File: config.mk
export PLATFORM = sky130hd
export DESIGN_NAME = ordered_key_value_table_core
export DESIGN_NICKNAME = d
export VERILOG_FILES = /design/src/design/okvt_pkg.sv /design/src/design/okvt_store.sv /design/src/design/okvt_seq.sv /design/src/design/ordered_key_value_table_core.sv
export VERILOG_INCLUDE_DIRS = /design/src /design/src/design
export SDC_FILE = /design/constraint.sdc
export NUM_CORES = 1
export LEC_CHECK = 0
export ABC_CLOCK_PERIOD_IN_PS = 7400
export BUFFER_PORTS_ARGS = -buffer_cell sky130_fd_sc_hd__buf_2
export CAP_MARGIN = 20
export CELL_PAD_IN_SITES_DETAIL_PLACEMENT = 2
export CELL_PAD_IN_SITES_GLOBAL_PLACEMENT = 2
export CORE_MARGIN = 2
export CORE_UTILIZATION = 30
export CTS_BUF_LIST = sky130_fd_sc_hd__clkbuf_8 sky130_fd_sc_hd__clkbuf_16
export CTS_CLUSTER_DIAMETER = 100
export DETAILED_ROUTE_END_ITERATION = 12
export PLACE_DENSITY_LB_ADDON = 0.08
export SLEW_MARGIN = 20
export SYNTH_ARGS = -nofsm -noshare
export SYNTH_HDL_FRONTEND = slang
export SYNTH_SLANG_ARGS = --single-unit
File: constraint.sdc
create_clock -name clk_i -period 7.4 [get_ports clk_i]
set_input_delay 1.11 -clock clk_i [delete_from_list [all_inputs] [get_ports clk_i]]
set_output_delay 1.11 -clock clk_i [all_outputs]
set_load 0.01 [all_outputs]
File: src/design/ordered_key_value_table_core_defines.svh
// assertion macros for the ordered key-value table core
// used by the top level only, no other dependencies
`ifndef ORDERED_KEY_VALUE_TABLE_CORE_DEFINES_SVH
`define ORDERED_KEY_VALUE_TABLE_CORE_DEFINES_SVH

// antecedent implies consequent in the same cycle
`define OKVT_ASSERT_SAME(lbl, clk, rst_n, ante, cons, msg) \
  lbl: assert property (@(posedge clk) disable iff (!rst_n) (ante) |-> (cons)) \
    else $error(msg);

// antecedent implies consequent in the next cycle
`define OKVT_ASSERT_NEXT(lbl, clk, rst_n, ante, cons, msg) \
  lbl: assert property (@(posedge clk) disable iff (!rst_n) (ante) |=> (cons)) \
    else $error(msg);

`endif

File: src/design/okvt_pkg.sv
// shared types and constants for the ordered key-value table core
// no dependencies
`timescale 1ns / 1ps

package okvt_pkg;

  localparam int unsigned CAPACITY   = 16;
  localparam int unsigned KEY_BITS   = 32;
  localparam int unsigned VALUE_BITS = 32;

  localparam int unsigned IDX_W = $clog2(CAPACITY);
  localparam int unsigned CNT_W = $clog2(CAPACITY + 1);

  // item field widths on the stream ports
  localparam int unsigned OP_W          = 3;
  localparam int unsigned KEY_FIELD_W   = 32;
  localparam int unsigned VALUE_FIELD_W = 32;
  localparam int unsigned POS_W         = 4;
  localparam int unsigned TOTAL_W       = 5;

  localparam int unsigned IN_BITS  = OP_W + KEY_FIELD_W + VALUE_FIELD_W + POS_W;
  localparam int unsigned OUT_BITS = 1 + KEY_FIELD_W + VALUE_FIELD_W + TOTAL_W;
  localparam int unsigned IN_TDATA_W  = ((IN_BITS + 7) / 8) * 8;
  localparam int unsigned OUT_TDATA_W = ((OUT_BITS + 7) / 8) * 8;

  typedef enum logic [OP_W-1:0] {
    OP_INSERT   = 3'd0,
    OP_UPDATE   = 3'd1,
    OP_UPSERT   = 3'd2,
    OP_ERASE    = 3'd3,
    OP_LOOKUP   = 3'd4,
    OP_READ_POS = 3'd5,
    OP_COUNT    = 3'd6
  } op_e;

  typedef enum logic [2:0] {
    ST_IDLE,
    ST_SCAN,
    ST_RDPOS,
    ST_SHIFT,
    ST_DONE
  } state_e;

  typedef struct packed {
    op_e                   op;
    logic [KEY_BITS-1:0]   key;
    logic [VALUE_BITS-1:0] value;
    logic [POS_W-1:0]      pos;
  } item_t;

  typedef struct packed {
    logic                  ok;
    logic [KEY_BITS-1:0]   key;
    logic [VALUE_BITS-1:0] value;
    logic [CNT_W-1:0]      total;
  } res_t;

  typedef struct packed {
    logic                  we;
    logic [IDX_W-1:0]      waddr;
    logic [IDX_W-1:0]      raddr;
    logic [KEY_BITS-1:0]   wkey;
    logic [VALUE_BITS-1:0] wval;
  } store_req_t;

endpackage

File: src/design/okvt_store.sv
// entry memory: key and value arrays, one write and one registered read per cycle
// depends on okvt_pkg
`timescale 1ns / 1ps

module okvt_store (
  input  logic                            clk_i,
  input  okvt_pkg::store_req_t            req_i,
  output logic [okvt_pkg::KEY_BITS-1:0]   rkey_o,
  output logic [okvt_pkg::VALUE_BITS-1:0] rval_o
);
  import okvt_pkg::*;

  logic [KEY_BITS-1:0]   key_mem [CAPACITY];
  logic [VALUE_BITS-1:0] val_mem [CAPACITY];

  always_ff @(posedge clk_i) begin
    if (req_i.we) begin
      key_mem[req_i.waddr] <= req_i.wkey;
      val_mem[req_i.waddr] <= req_i.wval;
    end
  end

  always_ff @(posedge clk_i) begin
    rkey_o <= key_mem[req_i.raddr];
    rval_o <= val_mem[req_i.raddr];
  end

endmodule

File: src/design/okvt_seq.sv
// sequencer: scans the entry memory through one key comparator and moves
// entries one per cycle on insert and erase; depends on okvt_pkg
`timescale 1ns / 1ps

module okvt_seq (
  input  logic                            clk_i,
  input  logic                            rst_ni,
  input  logic                            item_vld_i,
  output logic                            item_rdy_o,
  input  okvt_pkg::item_t                 item_i,
  output logic                            res_vld_o,
  input  logic                            res_rdy_i,
  output okvt_pkg::res_t                  res_o,
  output okvt_pkg::store_req_t            store_req_o,
  input  logic [okvt_pkg::KEY_BITS-1:0]   rkey_i,
  input  logic [okvt_pkg::VALUE_BITS-1:0] rval_i
);
  import okvt_pkg::*;

  state_e state_q, state_d;

  // control state
  logic [CNT_W-1:0] occ_q, occ_d;
  logic             cmp_vld_q, cmp_vld_d;
  logic             pend_q, pend_d;

  // per-item working registers
  op_e                   op_q, op_d;
  logic [KEY_BITS-1:0]   key_q, key_d;
  logic [VALUE_BITS-1:0] val_q, val_d;
  logic [POS_W-1:0]      pos_q, pos_d;
  logic [CNT_W-1:0]      scan_q, scan_d;
  logic [IDX_W-1:0]      cmp_idx_q, cmp_idx_d;
  logic [IDX_W-1:0]      sh_q, sh_d;
  logic [CNT_W-1:0]      rem_q, rem_d;
  logic [IDX_W-1:0]      pend_addr_q, pend_addr_d;
  logic                  dir_up_q, dir_up_d;
  logic                  ok_q, ok_d;
  logic [KEY_BITS-1:0]   kout_q, kout_d;
  logic [VALUE_BITS-1:0] vout_q, vout_d;

  logic hit, miss, full, ins_start, shift_end;

  // the shared comparator: data read last cycle against the item key
  assign hit       = cmp_vld_q && (rkey_i == key_q);
  assign miss      = !cmp_vld_q && (scan_q >= occ_q);
  assign full      = (occ_q == CNT_W'(CAPACITY));
  assign ins_start = miss && !full && (op_q inside {OP_INSERT, OP_UPSERT});
  assign shift_end = (rem_q == '0) && !pend_q;

  always_comb begin
    state_d = state_q;
    unique case (state_q)
      ST_IDLE: begin
        if (item_vld_i) begin
          case (item_i.op) inside
            OP_INSERT, OP_UPDATE, OP_UPSERT, OP_ERASE, OP_LOOKUP: state_d = ST_SCAN;
            OP_READ_POS: state_d = ST_RDPOS;
            default:     state_d = ST_DONE;
          endcase
        end
      end
      ST_SCAN: begin
        if (hit) begin
          state_d = (op_q == OP_ERASE) ? ST_SHIFT : ST_DONE;
        end else if (ins_start) begin
          state_d = ST_SHIFT;
        end else if (miss) begin
          state_d = ST_DONE;
        end
      end
      ST_RDPOS: state_d = ST_DONE;
      ST_SHIFT: begin
        if (shift_end) begin
          state_d = ST_DONE;
        end
      end
      ST_DONE: begin
        if (res_rdy_i) begin
          state_d = ST_IDLE;
        end
      end
      default: state_d = ST_IDLE;
    endcase
  end

  always_comb begin
    occ_d       = occ_q;
    cmp_vld_d   = cmp_vld_q;
    pend_d      = pend_q;
    op_d        = op_q;
    key_d       = key_q;
    val_d       = val_q;
    pos_d       = pos_q;
    scan_d      = scan_q;
    cmp_idx_d   = cmp_idx_q;
    sh_d        = sh_q;
    rem_d       = rem_q;
    pend_addr_d = pend_addr_q;
    dir_up_d    = dir_up_q;
    ok_d        = ok_q;
    kout_d      = kout_q;
    vout_d      = vout_q;
    item_rdy_o  = 1'b0;
    res_vld_o   = 1'b0;
    store_req_o = '0;

    unique case (state_q)
      ST_IDLE: begin
        item_rdy_o        = 1'b1;
        store_req_o.raddr = IDX_W'(item_i.pos);
        if (item_vld_i) begin
          op_d      = item_i.op;
          key_d     = item_i.key;
          val_d     = item_i.value;
          pos_d     = item_i.pos;
          kout_d    = item_i.key;
          vout_d    = '0;
          ok_d      = (item_i.op == OP_COUNT);
          scan_d    = '0;
          cmp_vld_d = 1'b0;
          pend_d    = 1'b0;
        end
      end
      ST_SCAN: begin
        // issue the next read while the previous entry is compared
        if (scan_q < occ_q) begin
          store_req_o.raddr = scan_q[IDX_W-1:0];
          scan_d            = scan_q + CNT_W'(1);
          cmp_vld_d         = 1'b1;
          cmp_idx_d         = scan_q[IDX_W-1:0];
        end else begin
          cmp_vld_d = 1'b0;
        end
        if (hit) begin
          case (op_q) inside
            OP_UPDATE, OP_UPSERT: begin
              store_req_o.we    = 1'b1;
              store_req_o.waddr = cmp_idx_q;
              store_req_o.wkey  = key_q;
              store_req_o.wval  = val_q;
              ok_d              = 1'b1;
            end
            OP_ERASE: begin
              dir_up_d = 1'b1;
              sh_d     = cmp_idx_q + IDX_W'(1);
              rem_d    = occ_q - CNT_W'(cmp_idx_q) - CNT_W'(1);
              ok_d     = 1'b1;
            end
            OP_LOOKUP: begin
              vout_d = rval_i;
              ok_d   = 1'b1;
            end
            default: ok_d = 1'b0;
          endcase
        end else if (ins_start) begin
          dir_up_d = 1'b0;
          sh_d     = IDX_W'(occ_q - CNT_W'(1));
          rem_d    = occ_q;
        end
      end
      ST_RDPOS: begin
        if (CNT_W'(pos_q) < occ_q) begin
          ok_d   = 1'b1;
          kout_d = rkey_i;
          vout_d = rval_i;
        end
      end
      ST_SHIFT: begin
        // read one entry, write it one place over in the next cycle
        if (rem_q != '0) begin
          store_req_o.raddr = sh_q;
          sh_d              = dir_up_q ? sh_q + IDX_W'(1) : sh_q - IDX_W'(1);
          rem_d             = rem_q - CNT_W'(1);
          pend_d            = 1'b1;
          pend_addr_d       = dir_up_q ? sh_q - IDX_W'(1) : sh_q + IDX_W'(1);
        end else begin
          pend_d = 1'b0;
        end
        if (pend_q) begin
          store_req_o.we    = 1'b1;
          store_req_o.waddr = pend_addr_q;
          store_req_o.wkey  = rkey_i;
          store_req_o.wval  = rval_i;
        end else if (shift_end) begin
          if (dir_up_q) begin
            occ_d = occ_q - CNT_W'(1);
          end else begin
            store_req_o.we    = 1'b1;
            store_req_o.waddr = '0;
            store_req_o.wkey  = key_q;
            store_req_o.wval  = val_q;
            occ_d             = occ_q + CNT_W'(1);
            ok_d              = 1'b1;
          end
        end
      end
      ST_DONE: res_vld_o = 1'b1;
      default: res_vld_o = 1'b0;
    endcase
  end

  assign res_o.ok    = ok_q;
  assign res_o.key   = kout_q;
  assign res_o.value = vout_q;
  assign res_o.total = occ_q;

  always_ff @(posedge clk_i or negedge rst_ni) begin
    if (!rst_ni) begin
      state_q   <= ST_IDLE;
      occ_q     <= '0;
      cmp_vld_q <= 1'b0;
      pend_q    <= 1'b0;
    end else begin
      state_q   <= state_d;
      occ_q     <= occ_d;
      cmp_vld_q <= cmp_vld_d;
      pend_q    <= pend_d;
    end
  end

  always_ff @(posedge clk_i) begin
    op_q        <= op_d;
    key_q       <= key_d;
    val_q       <= val_d;
    pos_q       <= pos_d;
    scan_q      <= scan_d;
    cmp_idx_q   <= cmp_idx_d;
    sh_q        <= sh_d;
    rem_q       <= rem_d;
    pend_addr_q <= pend_addr_d;
    dir_up_q    <= dir_up_d;
    ok_q        <= ok_d;
    kout_q      <= kout_d;
    vout_q      <= vout_d;
  end

endmodule

File: src/design/ordered_key_value_table_core.sv
// count and bad codes go straight to the result, read by position reads one entry;
// lookup, update and failed ops scan the entries, erase then moves the later entries
// forward and insert moves every entry back; one item at a time: the single memory
// read port and the one key comparator walk the entries one per cycle
// reset: entry count cleared at once, entry memory left as is, no clearing pass
// depends on okvt_pkg, okvt_store, okvt_seq and the assertion macro header
`timescale 1ns / 1ps
`include "ordered_key_value_table_core_defines.svh"

module ordered_key_value_table_core (
  input  logic                                clk_i,
  input  logic                                rst_ni,
  input  logic                                s_axis_tvalid,
  output logic                                s_axis_tready,
  // operation, key_in, value_in, position, zero pad
  input  logic [okvt_pkg::IN_TDATA_W-1:0]     s_axis_tdata,
  output logic                                m_axis_tvalid,
  input  logic                                m_axis_tready,
  // ok, key_out, value_out, entry_total, zero pad
  output logic [okvt_pkg::OUT_TDATA_W-1:0]    m_axis_tdata
);
  import okvt_pkg::*;

  localparam int unsigned KEY_OFS   = OP_W;
  localparam int unsigned VALUE_OFS = KEY_OFS + KEY_FIELD_W;
  localparam int unsigned POS_OFS   = VALUE_OFS + VALUE_FIELD_W;

  item_t      item;
  res_t       res;
  store_req_t store_req;
  logic       res_vld, res_rdy;
  logic [KEY_BITS-1:0]   rkey;
  logic [VALUE_BITS-1:0] rval;

  logic out_vld_q, out_vld_d;
  res_t out_res_q;

  assign item.op    = op_e'(s_axis_tdata[OP_W-1:0]);
  assign item.key   = KEY_BITS'(s_axis_tdata[KEY_OFS +: KEY_FIELD_W]);
  assign item.value = VALUE_BITS'(s_axis_tdata[VALUE_OFS +: VALUE_FIELD_W]);
  assign item.pos   = s_axis_tdata[POS_OFS +: POS_W];

  okvt_store u_store (
    .clk_i  (clk_i),
    .req_i  (store_req),
    .rkey_o (rkey),
    .rval_o (rval)
  );

  okvt_seq u_seq (
    .clk_i       (clk_i),
    .rst_ni      (rst_ni),
    .item_vld_i  (s_axis_tvalid),
    .item_rdy_o  (s_axis_tready),
    .item_i      (item),
    .res_vld_o   (res_vld),
    .res_rdy_i   (res_rdy),
    .res_o       (res),
    .store_req_o (store_req),
    .rkey_i      (rkey),
    .rval_i      (rval)
  );

  // output register frees the sequencer while the result waits
  assign res_rdy = !out_vld_q || m_axis_tready;

  always_comb begin
    out_vld_d = out_vld_q;
    if (res_vld && res_rdy) begin
      out_vld_d = 1'b1;
    end else if (m_axis_tready) begin
      out_vld_d = 1'b0;
    end
  end

  always_ff @(posedge clk_i or negedge rst_ni) begin
    if (!rst_ni) begin
      out_vld_q <= 1'b0;
    end else begin
      out_vld_q <= out_vld_d;
    end
  end

  always_ff @(posedge clk_i) begin
    if (res_vld && res_rdy) begin
      out_res_q <= res;
    end
  end

  assign m_axis_tvalid = out_vld_q;
  assign m_axis_tdata  = OUT_TDATA_W'({TOTAL_W'(out_res_q.total),
                                       VALUE_FIELD_W'(out_res_q.value),
                                       KEY_FIELD_W'(out_res_q.key),
                                       out_res_q.ok});

  `OKVT_ASSERT_NEXT(a_busy_after_accept, clk_i, rst_ni, s_axis_tvalid && s_axis_tready, !s_axis_tready, "block took an item while busy")
  `OKVT_ASSERT_NEXT(a_result_registered, clk_i, rst_ni, res_vld && res_rdy, m_axis_tvalid, "finished result did not reach the output")
  `OKVT_ASSERT_SAME(a_total_in_range, clk_i, rst_ni, m_axis_tvalid, out_res_q.total <= CNT_W'(CAPACITY), "entry count above capacity")

endmodule

======== Word-level counts from Yosys, hierarchy flattened ========
Memory sizes are Yosys's and may differ from the RTL's. A register that Yosys moved wholly into a read port is not among the register bits.
Cells that the tools add are included.
operators by class
  add/subtract/negate cells ............... 9
  multiply operators ...................... 0
  divide/modulo/power cells ............... 0
  order comparisons ....................... 3
  equality and inequality tests ........... 34
  shift operators ......................... 0
  muxes and demuxes ....................... 78
  bitwise gates (word level) .............. 1
  reduce and logical (&&, ||, !) cells .... 40
operators by type and width
  cell                 count
  $mux 64              5
  $mux 32              8
  $pmux 64 s2          1
  $pmux 32 s3          1
  $mux 5               13
  $pmux 32 s2          1
  $mux 4               9
  $eq 32x32->1         1
  $pmux 5 s2           3
  $mux 3               9
  $mux 1               22
  $eq 3x2->1 const B   6
  $ne 2x2->1 const B   8
  $eq 3x3->1 const B   5
  $pmux 3 s5           1
  $sub 5x1->5 const B  3
  $reduce_and 7->1     2
  $reduce_bool 2->1    7
  $ne 2x1->1 const B   6
  $pmux 4 s3           1
  $add 5x1->5 const B  2
  $reduce_and 2->1     5
  $eq 3x1->1 const B   3
  $logic_not 3->1      3
  other kinds (26)     40
word-level totals
  register bits ........................... 240
  bits in latches ......................... 0
  RAM bits ................................ 1024
  ROM bits ................................ 0
  bits of input ports ..................... 76
  output and inout port bits .............. 74
  logic and storage cells ................. 189
  memories kept ........................... 2
memories
  memory           words  width  rd ports  clocked after Yosys merged registers in  write ports  RTL line          text
  u_store.key_mem  16     32     1         1                                        1            okvt_store.sv:13  logic [KEY_BITS-1:0] key_mem [CAPACITY];
  u_store.val_mem  16     32     1         1                                        1            okvt_store.sv:14  logic [VALUE_BITS-1:0] val_mem [CAPACITY];

======== Logic depth before layout (Yosys ltp) ========
  depth in word-level cells ............... 7
  gate-level depth with buffers ........... 12
  gate-level depth less buffers ........... 10

======== Cells and area by module ========
A second synthesis with hierarchy kept.
second synthesis, totals
  cell total of the unflattened synthesis .. 2464
  area, all modules ....................... 50438.4 um^2
by module, submodules not included
  module                        times used  cells an instance  area each (um^2)  sequential area each (um^2)
  okvt_store                    1           1647               39583.0           32030.7
  okvt_seq                      1           740                8680.8            5024.8
  ordered_key_value_table_core  1           77                 2174.6            2127.0

======== Least setup slack after synthesis ========
OpenSTA, ideal clock, no wires.
  path kind ............................... register -> register
  from .................................... register u_seq.key_q[2]
  to ...................................... memory u_store.key_mem[12][0], enable pin
  library setup time ...................... 0.582 ns
  arrival time ............................ 6.453 ns
  data required time ...................... 6.818 ns
  slack ................................... 0.365 ns
  cell stages (with the launch flop) ...... 8
  buffers on the path ..................... 0
  period minus slack after synthesis ...... 7.035 ns
  path through ............................ edfxtp_1 xor2_1 nor4_1 nand4_1 nor3_1 and2_1 nand2b_1 a211oi_1
on the way
  word-level cells in the longest chain between the ends .. 6
RTL lines
  item                          RTL line          text
  start, declared               okvt_seq.sv:29    logic [KEY_BITS-1:0] key_q, key_d;
  start signal, assigned        okvt_seq.sv:224   key_q <= key_d;
  $eq 32x32->1 (*)              okvt_seq.sv:45    assign hit = cmp_vld_q && (rkey_i == key_q);
  $logic_and 1x1->1 (*)         okvt_seq.sv:45
  $mux 5 (*)                    okvt_seq.sv:135   if (hit) begin
  $pmux 5 s2 (*)                okvt_seq.sv:108   unique case (state_q)
  $mux 1                        okvt_store.sv:17  if (req_i.we) begin
  $mux 1 (not written as such)  okvt_store.sv:18  key_mem[req_i.waddr] <= req_i.wkey;
  end, declared                 okvt_store.sv:13
Mark *: on every way between the ends. The rest lies on a longest branch, timed or not.

======== Final worst setup path ========
  from .................................... register u_seq.rem_q[0]
  to ...................................... register u_store.rkey_o[20] (netlist bit), read port of u_store.key_mem
on the way
  word-level cells in the longest chain between the ends .. 3
RTL lines
  item                    RTL line         text
  start, declared         okvt_seq.sv:35   logic [CNT_W-1:0] rem_q, rem_d;
  start signal, assigned  okvt_seq.sv:230  rem_q <= rem_d;
  $reduce_bool 5->1       okvt_seq.sv:171  if (rem_q != '0) begin
  $mux 4                  okvt_seq.sv:171
  $pmux 4 s3              okvt_seq.sv:108
  end, declared           okvt_store.sv:8  output logic [okvt_pkg::KEY_BITS-1:0] rkey_o,
No other way between the ends.
A chain may end at the register's enable or synchronous reset.

==> reports/results.ini <==
[grt]
overflow=0
antenna_found_initial=4
grt_pass1_wl_mm=246
grt_pass1_vias=34276
grt_start_max_net_pins=197
track_usage_pct=19.6

[clock_tree]
cts_root_buffer=clkbuf_16
cts_setup_buffers=0
postCtsResizedCells=0
cts_buffers=151
clkTransAtPathRegs_ns=0.06
htreeDepth=4
clockBufferDepth=3
postCtsHoldBufs=0
cts_tree=built
clock_sinks=1328
clk_latency_ns=0.79

[hold_path]
holdCritPathClass=in -> async

[logic_synthesis]
syn-cell-area_um2=51100
syn-instance-count=3465
synth_top_area_share_pct=73.6
synth_area_leaders=edfxtp_1, nand2_1, dfxtp_1
synth_edf_count=1253
synthArstFlopShare_pct=0.828
synth_seq_cells=1328
synth_ff_type=edfxtp_1
synth_cell_types=65
yosys_warnings=0
ys_seq_area_share_pct=76.6
avgSynthCellArea_um2=14.8
synth.most_common_cell=edfxtp_1
synthTopCellsByCount=edfxtp_1, nand2_1, a21oi_1, nand3_1, clkbuf_1
synth_top_area_cell=edfxtp_1

[critical_path]
worstReg2RegEnd=u_store.rkey_o[20]
start_kind=flip-flop
worst_setup_path_end_kind=flip-flop
r2r_slack_ns=2.63
worst_ep_required_time_ns=8.06
r2r_start=u_seq.rem_q[0]
cp.arrival_ns=5.42
path_max_fanout=36
critical_path_class=reg -> reg
reg2regPathDepth=10

[place]
io_buffer_count=146
gp_congestion=0.740
post-place-ws_ns=2.61
dp_hpwl_mm=89.1

[finish]
syn_to_final_growth_pct=16.5
finalNetCount=3711
final_layout_size_suffix_gt1_share_pct=13.2

[timing]
hold_slack_ns=0.230
max_freq_ghz=0.210
finalCritPeriodShare_pct=64.4
maxSlewHeadroom_pct=23.7
setup_viol=0
maxSlewViolCount=0
worst_slack_ns=2.63
clock_skew_ns=0.0312
layout_min_cycle_time_ns=4.77
tightest_slew_ns=1.14
finalHoldViolCount=0
grt_setup_unrepaired=false
final.setup.tns_ns=0

[outcome]
outcome=complete, no violations

[floorplanning]
initial_utilization_pct=30.2
die_w_um=417
core_um2=169000
ios=150
die_h_um=417
dieArea_um2=174000
rows=151

[drt]
drt_first_pass_iters=5
drtAntennaViolNets=0
drc_errors=0
dr_total_vias=30864
routed_via_density=5.18
avgRoutedWirePerCell_um=28.7
drt_first_iter_violations=2022
drt-total-wl_mm=171

[power]
peakVddDrop_mv=0.346
power_leakage_nw=19.0
powerDensity_nw_per_um2=395
finalPower_mw=23.5

[flow_run]
maxCapViolCount=0

## critical path, cell delays in order (launching register included)
cell and delay, ns:
edfxtp_1 0.42, inv_1 0.12, ha_1 0.17, nor4b_1 0.89
nor2_1 0.49, a222oi_1 0.74, buf_4 0.51, nor2_4 0.16
buf_4 0.39, a22o_1 0.40, a41o_1 0.23
## worst max-delay path by stage
stage	start	end	slack, ns
final	u_seq.rem_q[0]	u_store.rkey_o[20]	2.63
after global routing	u_seq.state_q[0]	u_store.key_mem[13][11]	2.42
after CTS	u_seq.state_q[0]	u_store.key_mem[13][9]	2.58
after detailed placement	u_seq.state_q[0]	u_store.key_mem[13][9]	2.61
after global placement	u_seq.key_q[18]	u_store.val_mem[0][24]	2.65
after floorplan	u_seq.key_q[2]	u_store.key_mem[12][0]	0.36
## metal layers
metal  share of wire (%)  track usage (%)  vias to the layer above
met4                 2.2             5.17                        0
met1                  45             26.0                    16641
met5                   0                0                        -
met2                  50             33.6                      515
met3                 2.8             2.51                      222
li1                    -                -                    13486
## registers in the layout, summed over array words and instances (netlist names), 32 cells and up
register         count
u_store.key_mem    512
u_store.val_mem    512
u_seq.key_q         32
u_store.rkey_o      32
u_store.rval_o      32
u_seq.val_q         32
m_axis_tdata        70
u_seq.kout_q        32
u_seq.vout_q        32
## placed cells by master (no fill, tap or decap), types with 17 or more instances in the layout
| master | count |
|---|---|
| a41o_1 | 64 |
| o21ai_0 | 19 |
| buf_2 | 146 |
| inv_1 | 76 |
| a21oi_1 | 143 |
| clkbuf_16 | 158 |
| nor2_1 | 27 |
| nand2_1 | 793 |
| clkbuf_8 | 18 |
| dfxtp_1 | 64 |
| xnor2_1 | 17 |
| a22o_1 | 129 |
| edfxtp_1 | 1253 |
| buf_4 | 45 |
| nand3_1 | 139 |
| mux2_2 | 35 |
| xor2_1 | 40 |
| nor2b_1 | 34 |
| a32oi_1 | 129 |
| ha_1 | 20 |
| a31oi_1 | 69 |
| and2_1 | 65 |
| buf_12 | 23 |
| a211oi_1 | 64 |
## through the flow
step | std cells | utilization (%) | area [um2]
final | 5953 | 35.2 | 59600
after global routing | 5952 | 35.2 | 59600
after CTS | 5951 | 35.2 | 59500
after detailed placement | 5678 | 32.4 | 54800
after global placement | 5677 | 32.3 | 54800
after floorplan | 3466 | - | 51100
## final cells by class
class,count,area (um2)
fill,16917,110000
sequential,1328,39200
multi-input combinational,1896,11200
clock buffer,176,4200
tap,2218,2780
timing repair buffer,215,1560
clock inverter,97,562
inverter,22,85.1
antenna,1,2.50
## cell families after synthesis
family / synth area share (%)
compound gates: 9.76
xor+xnor: 0.977
fa+ha+maj: 0.529
buf+inv: 1.95
flops: 76.6
mux: 0.869
other cells: 0.00734
simple gates: 9.26
## report_power, final
part	switching [mW]	internal [mW]	total [mW]
Combinational	4.79	2.26	7.05
Clock	3.02	4.16	7.18
Sequential	0.399	8.88	9.28
Total	8.21	15.3	23.5
Power figures use the tool's default switching activity.
